`src/hdl/string_to_integer_parser_unit_macros.svh`:
```
// Assertion helpers for the string parser; clock and reset are taken
// from the module that uses them.
`ifndef STRING_TO_INTEGER_PARSER_UNIT_MACROS_SVH
`define STRING_TO_INTEGER_PARSER_UNIT_MACROS_SVH

`ifndef SYNTHESIS
`define STIP_ASSERT_SAME(lbl, ante, cons, msg) \
   lbl: assert property (@(posedge clock) disable iff (reset) (ante) |-> (cons)) \
      else $error(msg);
`define STIP_ASSERT_NEXT(lbl, ante, cons, msg) \
   lbl: assert property (@(posedge clock) disable iff (reset) (ante) |=> (cons)) \
      else $error(msg);
`else
`define STIP_ASSERT_SAME(lbl, ante, cons, msg)
`define STIP_ASSERT_NEXT(lbl, ante, cons, msg)
`endif

`endif

```
`src/hdl/stip_pkg.sv`:
```
package stip_pkg;

   // Parser phases
   typedef enum logic [2:0] {
      PH_IDLE   = 3'd0,
      PH_WS     = 3'd1,
      PH_SIGNED = 3'd2,
      PH_ZERO   = 3'd3,
      PH_XPFX   = 3'd4,
      PH_DIGITS = 3'd5,
      PH_DONE   = 3'd6,
      PH_NODIG  = 3'd7
   } phase_type;

   // Result status codes
   localparam logic [1:0] ST_OK      = 2'd0;
   localparam logic [1:0] ST_NODIG   = 2'd1;
   localparam logic [1:0] ST_BADBASE = 2'd2;

   // Saturation limits of the signed 64-bit result
   localparam logic [63:0] PosLimit = 64'h7FFF_FFFF_FFFF_FFFF;
   localparam logic [63:0] NegLimit = 64'h8000_0000_0000_0000;

   typedef struct packed {
      logic [7:0] char_code;
      logic [5:0] number_base;
      logic       first;
   } req_type;

   typedef struct packed {
      logic signed [63:0] value;
      logic [15:0]        consumed;
      logic               overflowed;
      logic [1:0]         status;
   } rsp_type;

   typedef struct packed {
      phase_type   phase;
      logic [63:0] accumulator;
      logic        negative;
      logic        overflow_seen;
      logic [5:0]  active_base;
      logic [15:0] position;
      logic [15:0] zero_end_position;
   } state_type;

endpackage

```
`src/hdl/string_to_integer_parser_unit.sv`:
```
// Each character is captured in the input register and parsed from there
// by the step logic; a terminator's result is held in the result register.
// Throughput: one character per cycle while no result waits on a stall, set by
// the combinational digit multiply-accumulate feeding the accumulator back on itself.
// Reset (synchronous, active high) clears the parser to idle and empties
// the input and result registers.
`include "string_to_integer_parser_unit_macros.svh"

module string_to_integer_parser_unit (
   input  logic              clock,
   input  logic              reset,
   input  logic              req_valid,
   output logic              req_stall,
   input  stip_pkg::req_type req_data,
   output logic              rsp_valid,
   input  logic              rsp_stall,
   output stip_pkg::rsp_type rsp_data
);

   logic                in_valid_ff, in_valid_in;
   stip_pkg::req_type   in_ff, in_in;
   stip_pkg::state_type state_ff, state_in;
   logic                rsp_valid_ff, rsp_valid_in;
   stip_pkg::rsp_type   rsp_ff, rsp_in;

   stip_pkg::state_type step_state;
   stip_pkg::rsp_type   step_rsp;
   logic                step_emit;
   logic                advance;

   stip_step u_step (
      .state_i (state_ff),
      .req_i   (in_ff),
      .state_o (step_state),
      .emit_o  (step_emit),
      .rsp_o   (step_rsp)
   );

   // Advance unless a result would land on one still waiting
   assign advance   = in_valid_ff && (!step_emit || !rsp_valid_ff || !rsp_stall);
   assign req_stall = in_valid_ff && !advance;
   assign rsp_valid = rsp_valid_ff;
   assign rsp_data  = rsp_ff;

   // Next values of the input, state and result registers
   always_comb begin
      in_valid_in  = in_valid_ff;
      in_in        = in_ff;
      state_in     = state_ff;
      rsp_valid_in = rsp_valid_ff;
      rsp_in       = rsp_ff;
      if (!req_stall) begin
         in_valid_in = req_valid;
         in_in       = req_data;
      end
      if (advance) begin
         state_in = step_state;
      end
      if (advance && step_emit) begin
         rsp_valid_in = 1'b1;
         rsp_in       = step_rsp;
      end else if (!rsp_stall) begin
         rsp_valid_in = 1'b0;
      end
   end

   always_ff @(posedge clock) begin
      if (reset) begin
         in_valid_ff  <= 1'b0;
         rsp_valid_ff <= 1'b0;
         state_ff     <= '0;
      end else begin
         in_valid_ff  <= in_valid_in;
         rsp_valid_ff <= rsp_valid_in;
         state_ff     <= state_in;
      end
   end

   // Payload registers
   always_ff @(posedge clock) begin
      in_ff  <= in_in;
      rsp_ff <= rsp_in;
   end

   `STIP_ASSERT_SAME(a_stall_only_when_blocked, req_stall, rsp_valid_ff && rsp_stall, "input stalled without a waiting result")
   `STIP_ASSERT_NEXT(a_idle_after_term, advance && step_emit, state_ff.phase == stip_pkg::PH_IDLE, "parser not idle after terminator")
   `STIP_ASSERT_SAME(a_status_code, rsp_valid_ff, rsp_ff.status == stip_pkg::ST_OK || rsp_ff.status == stip_pkg::ST_NODIG || rsp_ff.status == stip_pkg::ST_BADBASE, "undefined status code")
   `STIP_ASSERT_SAME(a_fail_is_zero, rsp_valid_ff && rsp_ff.status != stip_pkg::ST_OK, rsp_ff.value == 64'sd0 && rsp_ff.consumed == 16'd0 && !rsp_ff.overflowed, "failed parse carries data")
   `STIP_ASSERT_SAME(a_overflow_saturates, rsp_valid_ff && rsp_ff.overflowed, rsp_ff.value == $signed(stip_pkg::PosLimit) || rsp_ff.value == $signed(stip_pkg::NegLimit), "overflow without saturated value")

endmodule

```
`src/hdl/stip_step.sv`:
```
module stip_step (
   input  stip_pkg::state_type state_i,
   input  stip_pkg::req_type   req_i,
   output stip_pkg::state_type state_o,
   output logic                emit_o,
   output stip_pkg::rsp_type   rsp_o
);

   localparam logic [7:0] CharNul    = 8'h00;
   localparam logic [7:0] CharSpace  = 8'h20;
   localparam logic [7:0] CharTab    = 8'h09;
   localparam logic [7:0] CharCr     = 8'h0D;
   localparam logic [7:0] CharPlus   = 8'h2B;
   localparam logic [7:0] CharMinus  = 8'h2D;
   localparam logic [7:0] CharZero   = 8'h30;
   localparam logic [7:0] CharNine   = 8'h39;
   localparam logic [7:0] CharUpperA = 8'h41;
   localparam logic [7:0] CharUpperX = 8'h58;
   localparam logic [7:0] CharUpperZ = 8'h5A;
   localparam logic [7:0] CharLowerA = 8'h61;
   localparam logic [7:0] CharLowerX = 8'h78;
   localparam logic [7:0] CharLowerZ = 8'h7A;
   localparam logic [5:0] NoDigit    = 6'd63;
   localparam logic [5:0] BaseMin    = 6'd2;
   localparam logic [5:0] BaseMax    = 6'd36;
   localparam logic [5:0] BaseOct    = 6'd8;
   localparam logic [5:0] BaseDec    = 6'd10;
   localparam logic [5:0] BaseHex    = 6'd16;
   localparam logic [15:0] CountMax  = 16'hFFFF;

   function automatic logic [5:0] digit_of(input logic [7:0] c);
      logic [7:0] t;
      begin
         t = 8'd0;
         if (c >= CharZero && c <= CharNine) begin
            t = c - CharZero;
         end else if (c >= CharLowerA && c <= CharLowerZ) begin
            t = c - CharLowerA + 8'd10;
         end else if (c >= CharUpperA && c <= CharUpperZ) begin
            t = c - CharUpperA + 8'd10;
         end else begin
            t = {2'b00, NoDigit};
         end
         digit_of = t[5:0];
      end
   endfunction

   function automatic logic is_space(input logic [7:0] c);
      is_space = (c == CharSpace) || (c >= CharTab && c <= CharCr);
   endfunction

   function automatic logic base_bad(input logic [5:0] b);
      base_bad = (b != 6'd0) && ((b < BaseMin) || (b > BaseMax));
   endfunction

   function automatic logic [15:0] sat_inc(input logic [15:0] v);
      sat_inc = (v == CountMax) ? CountMax : v + 16'd1;
   endfunction

   stip_pkg::state_type nx;
   logic [7:0]  c;
   logic [5:0]  d;
   logic        active;
   logic        fdone;
   logic        take;
   logic [69:0] prod;
   logic [63:0] lim;
   logic [63:0] mag;
   logic [15:0] end_pos;

   assign c = req_i.char_code;
   assign d = digit_of(req_i.char_code);

   // Advance the parser by one character
   always_comb begin
      nx      = state_i;
      active  = 1'b0;
      fdone   = 1'b0;
      take    = 1'b0;
      emit_o  = 1'b0;
      rsp_o   = '0;
      prod    = '0;
      lim     = '0;
      mag     = '0;
      end_pos = '0;

      // Open a new string and latch its base
      if (req_i.first) begin
         nx             = '0;
         nx.active_base = req_i.number_base;
         nx.phase       = base_bad(req_i.number_base) ? stip_pkg::PH_NODIG
                                                      : stip_pkg::PH_WS;
         active         = 1'b1;
      end else if (state_i.phase != stip_pkg::PH_IDLE) begin
         active = 1'b1;
      end

      if (active && c == CharNul) begin
         // Terminator: build the transaction and close the string
         emit_o = 1'b1;
         if (base_bad(nx.active_base)) begin
            rsp_o.status = stip_pkg::ST_BADBASE;
         end else if (nx.phase == stip_pkg::PH_ZERO || nx.phase == stip_pkg::PH_XPFX) begin
            rsp_o.consumed = nx.zero_end_position;
            rsp_o.status   = stip_pkg::ST_OK;
         end else if (nx.phase == stip_pkg::PH_DIGITS || nx.phase == stip_pkg::PH_DONE) begin
            end_pos = (nx.phase == stip_pkg::PH_DIGITS) ? nx.position
                                                        : nx.zero_end_position;
            if (nx.overflow_seen) begin
               mag = nx.negative ? stip_pkg::NegLimit : stip_pkg::PosLimit;
            end else begin
               mag = nx.negative ? (64'd0 - nx.accumulator) : nx.accumulator;
            end
            rsp_o.value      = $signed(mag);
            rsp_o.consumed   = end_pos;
            rsp_o.overflowed = nx.overflow_seen;
            rsp_o.status     = stip_pkg::ST_OK;
         end else begin
            rsp_o.status = stip_pkg::ST_NODIG;
         end
         nx.phase = stip_pkg::PH_IDLE;
      end else if (active) begin
         // Skip whitespace and take the sign
         if (nx.phase == stip_pkg::PH_WS) begin
            if (is_space(c)) begin
               fdone = 1'b1;
            end else if (c == CharMinus) begin
               nx.negative = 1'b1;
               nx.phase    = stip_pkg::PH_SIGNED;
               fdone       = 1'b1;
            end else if (c == CharPlus) begin
               nx.phase = stip_pkg::PH_SIGNED;
               fdone    = 1'b1;
            end else begin
               nx.phase = stip_pkg::PH_SIGNED;
            end
         end

         // First character after the sign
         if (!fdone && nx.phase == stip_pkg::PH_SIGNED) begin
            fdone = 1'b1;
            if (c == CharZero) begin
               nx.zero_end_position = sat_inc(nx.position);
               nx.phase             = stip_pkg::PH_ZERO;
            end else begin
               if (nx.active_base == 6'd0) begin
                  nx.active_base = BaseDec;
               end
               if (d < nx.active_base) begin
                  nx.accumulator = '0;
                  nx.phase       = stip_pkg::PH_DIGITS;
                  take           = 1'b1;
               end else begin
                  nx.phase = stip_pkg::PH_NODIG;
               end
            end
         end

         // Leading zero: look for the hex prefix
         if (!fdone && nx.phase == stip_pkg::PH_ZERO) begin
            if ((nx.active_base == 6'd0 || nx.active_base == BaseHex) &&
                (c == CharLowerX || c == CharUpperX)) begin
               nx.active_base = BaseHex;
               nx.phase       = stip_pkg::PH_XPFX;
               fdone          = 1'b1;
            end else begin
               if (nx.active_base == 6'd0) begin
                  nx.active_base = BaseOct;
               end
               nx.accumulator = '0;
               nx.phase       = stip_pkg::PH_DIGITS;
            end
         end else if (!fdone && nx.phase == stip_pkg::PH_XPFX) begin
            nx.accumulator = '0;
            fdone          = 1'b1;
            if (d < BaseHex) begin
               nx.phase = stip_pkg::PH_DIGITS;
               take     = 1'b1;
            end else begin
               nx.phase = stip_pkg::PH_DONE;
            end
         end

         // Digit run
         if (!fdone && nx.phase == stip_pkg::PH_DIGITS) begin
            if (d < nx.active_base) begin
               take = 1'b1;
            end else begin
               nx.zero_end_position = nx.position;
               nx.phase             = stip_pkg::PH_DONE;
            end
         end

         // Accumulate one digit, saturating past the signed limit
         if (take && nx.active_base >= BaseMin) begin
            prod = 70'(nx.accumulator) * 70'(nx.active_base) + 70'(d);
            lim  = nx.negative ? stip_pkg::NegLimit : stip_pkg::PosLimit;
            if (nx.overflow_seen || prod > 70'(lim)) begin
               nx.overflow_seen = 1'b1;
            end else begin
               nx.accumulator = prod[63:0];
            end
         end

         nx.position = sat_inc(nx.position);
      end

      state_o = nx;
   end

endmodule
```
`config.mk`:
```
export PLATFORM = sky130hd
export DESIGN_NAME = string_to_integer_parser_unit
export DESIGN_NICKNAME = d
export VERILOG_FILES = /design/src/hdl/stip_pkg.sv /design/src/hdl/string_to_integer_parser_unit.sv /design/src/hdl/stip_step.sv
export VERILOG_INCLUDE_DIRS = /design/src /design/src/hdl
export SDC_FILE = /design/constraint.sdc
export NUM_CORES = 2
export LEC_CHECK = 0
export BUFFER_PORTS_ARGS = -buffer_cell sky130_fd_sc_hd__buf_4
export CORE_UTILIZATION = 60
export DETAILED_ROUTE_END_ITERATION = 16
export GPL_ROUTABILITY_DRIVEN = 0
export MAX_ROUTING_LAYER = met4
export PLACE_DENSITY = 0.75
export SYNTH_ARGS = -nofsm -noshare
export SYNTH_HDL_FRONTEND = slang
export SYNTH_HIERARCHICAL = 1
export SYNTH_SLANG_ARGS = --single-unit
```
`constraint.sdc`:
```
create_clock -name clock -period 13 [get_ports clock]
set_input_delay 1.95 -clock clock [delete_from_list [all_inputs] [get_ports clock]]
set_output_delay 1.95 -clock clock [all_outputs]
set_load 0.02 [all_outputs]
```
=== After elaboration in Yosys (flattened, before gate mapping) ===
Index checks and enable logic that the tools add are counted.

* Flip-flop bits (word level): 207
* Input bits: 19
* Logic and storage cells: 200
* Output and inout bits: 85

* $mul: 1
* Reductions and logical operators: 42
* Order comparisons: 17
* Bitwise logic cells: 2
* Eq/ne operators: 18
* Add/subtract/negate cells: 8
* Mux-type cells: 95

{| class="wikitable"
|+ Operators with widths
! kind !! count
|-
| 64-bit 2-to-1 mux || 9
|-
| 67-bit 2-to-1 mux || 7
|-
| 107-bit 2-to-1 mux || 2
|-
| 16-bit 2-to-1 mux || 7
|-
| 104-bit 2-to-1 mux || 1
|-
| 6-bit 2-to-1 mux || 17
|-
| 70-bit by 6-bit adder with 70-bit output || 1
|-
| 70-bit by 64-bit greater-than comparator with 1-bit output || 1
|-
| 64-bit by 6-bit multiplier with 70-bit output || 1
|-
| 1-bit by 64-bit subtractor with 64-bit output, first input constant || 1
|-
| 1-bit 2-to-1 mux || 38
|-
| 8-bit by 6-bit equality test with 1-bit output, second input constant || 4
|-
| 3-bit 2-to-1 mux || 9
|-
| 17-bit 2-to-1 mux || 1
|-
| 16-bit by 1-bit adder with 16-bit output, second input constant || 1
|-
| 16-bit equality test, second input constant || 1
|-
| 8-bit by 7-bit equality test with 1-bit output, second input constant || 2
|-
| 8-bit by 7-bit >= comparator with 1-bit output, second input constant || 2
|-
| 8-bit by 7-bit <= comparator with 1-bit output, second input constant || 2
|-
| 1-bit logical AND || 16
|-
| 3-bit equality test, second input constant || 5
|-
| 6-bit by 4-bit adder with 6-bit output, second input constant || 2
|-
| 6-bit greater-than comparator, second input constant || 2
|-
| 6-bit logical NOT || 2
|-
| 24 further kinds || 49
|}

=== Depth between registers and ports, before layout ===
* Depth in word-level cells: 35
* Depth in mapped cells: 56
* Gate-level depth less buffers: 49

=== Modules after synthesis ===
Netlist, hierarchy kept.

{| class="wikitable"
|+ By module, submodules not included
! module !! seq. area each (um2) !! cells each !! instances !! area each (um2)
|-
| stip_step || 0.0 || 2,878 || 1 || 20,967.6
|-
| string_to_integer_parser_unit || 5,124.9 || 573 || 1 || 7,782.5
|}

=== Worst setup path before layout ===
Ideal clock, no wire load.

* Kind: register to register
* From: register in_ff[0] in the netlist's numbering
* To: register state_ff[56] in the netlist's numbering
* Buffers on the path: 14
* Path slack: 1.966 ns
* Setup time: 0.121 ns
* Stages on the path, launching flop included: 55
* Data required time: 12.879 ns
* Arrival: 10.913 ns
* Clock period less this slack: 11.034 ns
* Cells stage by stage: edfxtp_1 > buf_4 > buf_2 > buf_4 > buf_2 > buf_2 > clkbuf_1 > clkbuf_1 > buf_2 > buf_2 > buf_2 > mux2i_1 > ha_1 > a21oi_1 > o2111ai_1 > and2_1 > buf_2 > nand2_2 > [19 not listed] > o21ai_0 > xnor2_1 > inv_1 > ha_1 > and4_1 > nand3_1 > nor4_1 > nand3_1 > nor3_1 > a211o_1 > o2111ai_1 > nor4_2 > nand4_1 > buf_4 > buf_6 > mux2_4 > nand2b_1 > mux2i_1

{| class="wikitable"
|+ RTL lines
! item !! line !! text
|-
| start, declared || string_to_integer_parser_unit.sv:21 || <nowiki>stip_pkg::req_type in_ff, in_in;</nowiki>
|-
| start signal, assigned || string_to_integer_parser_unit.sv:81 || <nowiki>in_ff <= in_in;</nowiki>
|-
| end signal, assigned || string_to_integer_parser_unit.sv:75 || <nowiki>state_ff <= state_in;</nowiki>
|-
| end, declared || string_to_integer_parser_unit.sv:22 || <nowiki>stip_pkg::state_type state_ff, state_in;</nowiki>
|}

==> results.md <==
- Number of enable-type register cells in the synthesized netlist: 98
- Total power: ~0.0017 W
- All-layer global routing usage: 37.4%
- Fraction of the yosys area taken by sequential cells: between 10% and 20%
- Most instantiated library cell after synthesis: nand2_1
- Synthesized area: between 20000 and 30000 sq um
- Effective utilization at floorplan: between 60% and 70%
- Width of the chip: 221 um
- HPWL after DPL: approximately 65000 um
- Maximum number of pins on one net before global-route repair: 135
- Largest clock skew in the final design: about 18 ps
- Final antenna-violating net count: 0
- Comb pwr share: 13.1%
- Final critical path time including I/O delays and setup: ~13000 ps
- Initial antenna violation count: 2
- Worst Setup Path Type: reg -> reg
- Area inside the core boundary: roughly 47000 sq um
- Number of rows in the core area: roughly 80
- Transition time at the pin with the least slew margin: around 1300 ps
- Flip-flop cell with the highest count after synthesis: dfxtp_1
- Fin Setup TNS: 0 ps
- Leakage power summed over all cells: between 10 and 15 nW
- 1st-iter DRT viols: roughly 3400
- Clock latency reported for the late side of the worst-skew pair: about 600 ps
- Biggest area consumer among synthesized cells: fa_1
- Hold crit path type: reg -> reg
- Detailed-router iteration count before antenna repair: 16
- Endpoint arrival time on the critical path: between 10000 and 15000 ps
- Number of buffers inserted by port buffering: between 100 and 150
- Max Fclk: between 0.07 and 0.08 GHz
- Status: complete, but fails checks
- Worst IR drop on VDD: 103 uV
- Number of global-route vias before repair: ~26000
- Total of hold buffers inserted after clock tree synthesis: 0
- TritonCTS Sinks: a little over 200
- Count of yosys warnings during synthesis: 6
- Final net count: 3923
- Syn-to-layout area delta: 7.56%
- Total I/O pin count: between 100 and 150
- Global-route wire length before repair: 142000 um
- Clock input transition at the sequential cells of the worst setup and hold paths: around 60 ps
- Violations in the final reports: design-rule violations
- CP peak stage delay: roughly 550 ps
- Number of standard cells after synthesis: around 3500
- Synth async-reset ratio: 0%
- Int Power: 0.00124 W
- Height of the die: about 220 um
- Reg2Reg Depth: between 50 and 60
- Highest net fanout along the worst path: 38
- Proportion of layout cells with a drive suffix above 1: around 9.0%
- Number of fillers in the final layout: between 3000 and 4000
- Finish-stage setup viols: 0
- Library cell used as clock root buffer: clkbuf_16
- Number of flip-flops and latches in the synthesized netlist: 207
- Routed length per placed instance: between 20 and 25 um
- Required time of the critical path: 13510 ps
- Portion of total power attributed to sequential cells: roughly 40%
- Final count of pins violating max slew: 0
- Count of endpoints failing hold in the final timing report: 0
- Wire length after detailed routing: 89900 um
- Leading post-synthesis cells by cell area: fa_1 18%, edfxtp_1 10%, ha_1 10%, dfxtp_1 7.6%, mux2i_1 5.8%
- CTS tree: done
- Switching Fraction: 28.1%
- Share of power burned in the clock network: a little under half
- Power per Cell Area: between 50 and 60 nW/um^2
- Leftover overflow at the end of global routing: 0
- Final worst-path cycle share: slightly below 100%
- Via/cell ratio: ~6.5
- Type of destination of the critical path: flip-flop
- Net count of the mapped netlist: between 3000 and 4000
- Cell types with the highest counts after synthesis: 388 x nand2_1, 266 x inv_1, 252 x fa_1
- Slowest cell on the critical path: fa_1
- Relative slew margins: 11.9%
- Deepest level of the CTS H-tree: 1
- Worst Setup Start Kind: flip-flop
- Setup repair after global routing missed its margin: no
- Count of maximum capacitance violations: 0
- Net switching component of the power: roughly 0.00049 W
- Unique cell type count in the Yosys netlist: 101
- Fraction of post-synthesis cell area in the top cell type by area: between 15 and 20%
- Syn avg cell area: around 8.3 sq um
- Clock buffer count from CTS: 26
- Area of the die: roughly 49000 sq um
- Via count of the routed design: roughly 26000
- Min-Delay Path Depth: 2
- Smallest hold slack: about 480 ps
- Maximum number of buffers from clock root to sink: 3
- Total DRC errors in the routed layout: 12
-- routing by layer --
metal | vias to the layer above | GRT usage, % | wire, um
met4 | 0 | 15.5 | 4070
li1 | 11708 | - | -
met5 | - | - | 0
met1 | 12611 | 48.7 | 35600
met3 | 321 | 7.60 | 10100
met2 | 1610 | 56.8 | 40000
-- cells by family after synthesis --
kind of cell               synth area share [%]
muxes                                      6.72
adders and majority gates                  27.6
and+or+nand+nor                            23.7
xor gates and xnor gates                   2.92
buffers and inverters                      7.06
AOI/OAI and AO/OA                          14.1
DFF                                        17.8
-- sequential cells by signal (all words and copies together), names as in the netlist --
name and flops:
rsp_data 83, state_ff 107, in_valid_ff 1, rsp_valid 1, in_ff 15
-- per-stage QoR --
stage / cell area [sq um] / worst slack (ps) / util [%] / cells
floorplan: 28800 / 1970 / - / 3451
global placement: 29800 / 248 / 63.6 / 3998
detailed placement: 29800 / -266 / 63.6 / 3998
CTS: 30800 / 12.3 / 65.6 / 4047
global route: 30900 / 1.14 / 65.9 / 4051
finish: 30900 / 452 / 65.9 / 4051
-- area by class of cell --
cell class / count / area (sq um) / share of cell area [%]
multi-input combinational: 2750 / 21800 / 70.5
sequential: 207 / 5120 / 16.6
timing repair buffer: 168 / 1280 / 4.13
inverter: 269 / 1010 / 3.27
tap: 607 / 759 / 2.46
clock buffer: 30 / 666 / 2.15
clock inverter: 18 / 267 / 0.862
antenna: 2 / 5.00 / 0.0162
-- worst max-delay path: cells and delay by family, from the launching register on --
family          cells  cell delay (ps)
fa+ha+maj           8             3100
xor+xnor            1              270
buf+inv             8             1230
flops               1              490
simple gates       12             2620
compound gates     21             4360
mux                 2              340
-- path summary, 6_finish.rpt --
| kind | from | endpoint | slack (ps) |
|---|---|---|---|
| max reg2reg | in_ff[8] | state_ff[53] | 450 |
| max | in_ff[8] | state_ff[53] | 450 |
| min reg2reg | state_ff[25] | state_ff[25] | 480 |
| min | state_ff[25] | state_ff[25] | 480 |
-- cells in the final DEF (no fill, tap or decap), drive strengths merged, types with 62 or more instances in the layout --
cell    synthesis  routed
nand2         390     390
inv           267     267
fa            252     252
nor2          248     249
nand2b        230     230
ha            230     230
a21oi         207     207
mux2i         168     168
buf            65     168
and2          164     164
o21ai         148     148
dfxtp         109     109
edfxtp         98      98
nand3          62      62
-- power by group through the flow --
stage	registers (W)	clock network (W)	logic (W)
2_1_floorplan	0.000699	0	0.000147
3_3_place_gp	0.000704	0	0.000209
3_5_place_dp	0.000705	0	0.000213
4_1_cts	0.000691	0.000817	0.000216
5_1_grt	0.000692	0.000840	0.000235
6_report	0.000691	0.000809	0.000227
-- what timing repair did --
| item | CTS | global route |
|---|---|---|
| setup endpoints to repair | 64 | 65 |
| buffers inserted | 0 | 2 |
| resized for setup | 5 | 22 |
| cloned | 1 | 0 |
| pin swaps | 1 | 2 |
No activity file was read; power rests on OpenSTA's default activity.
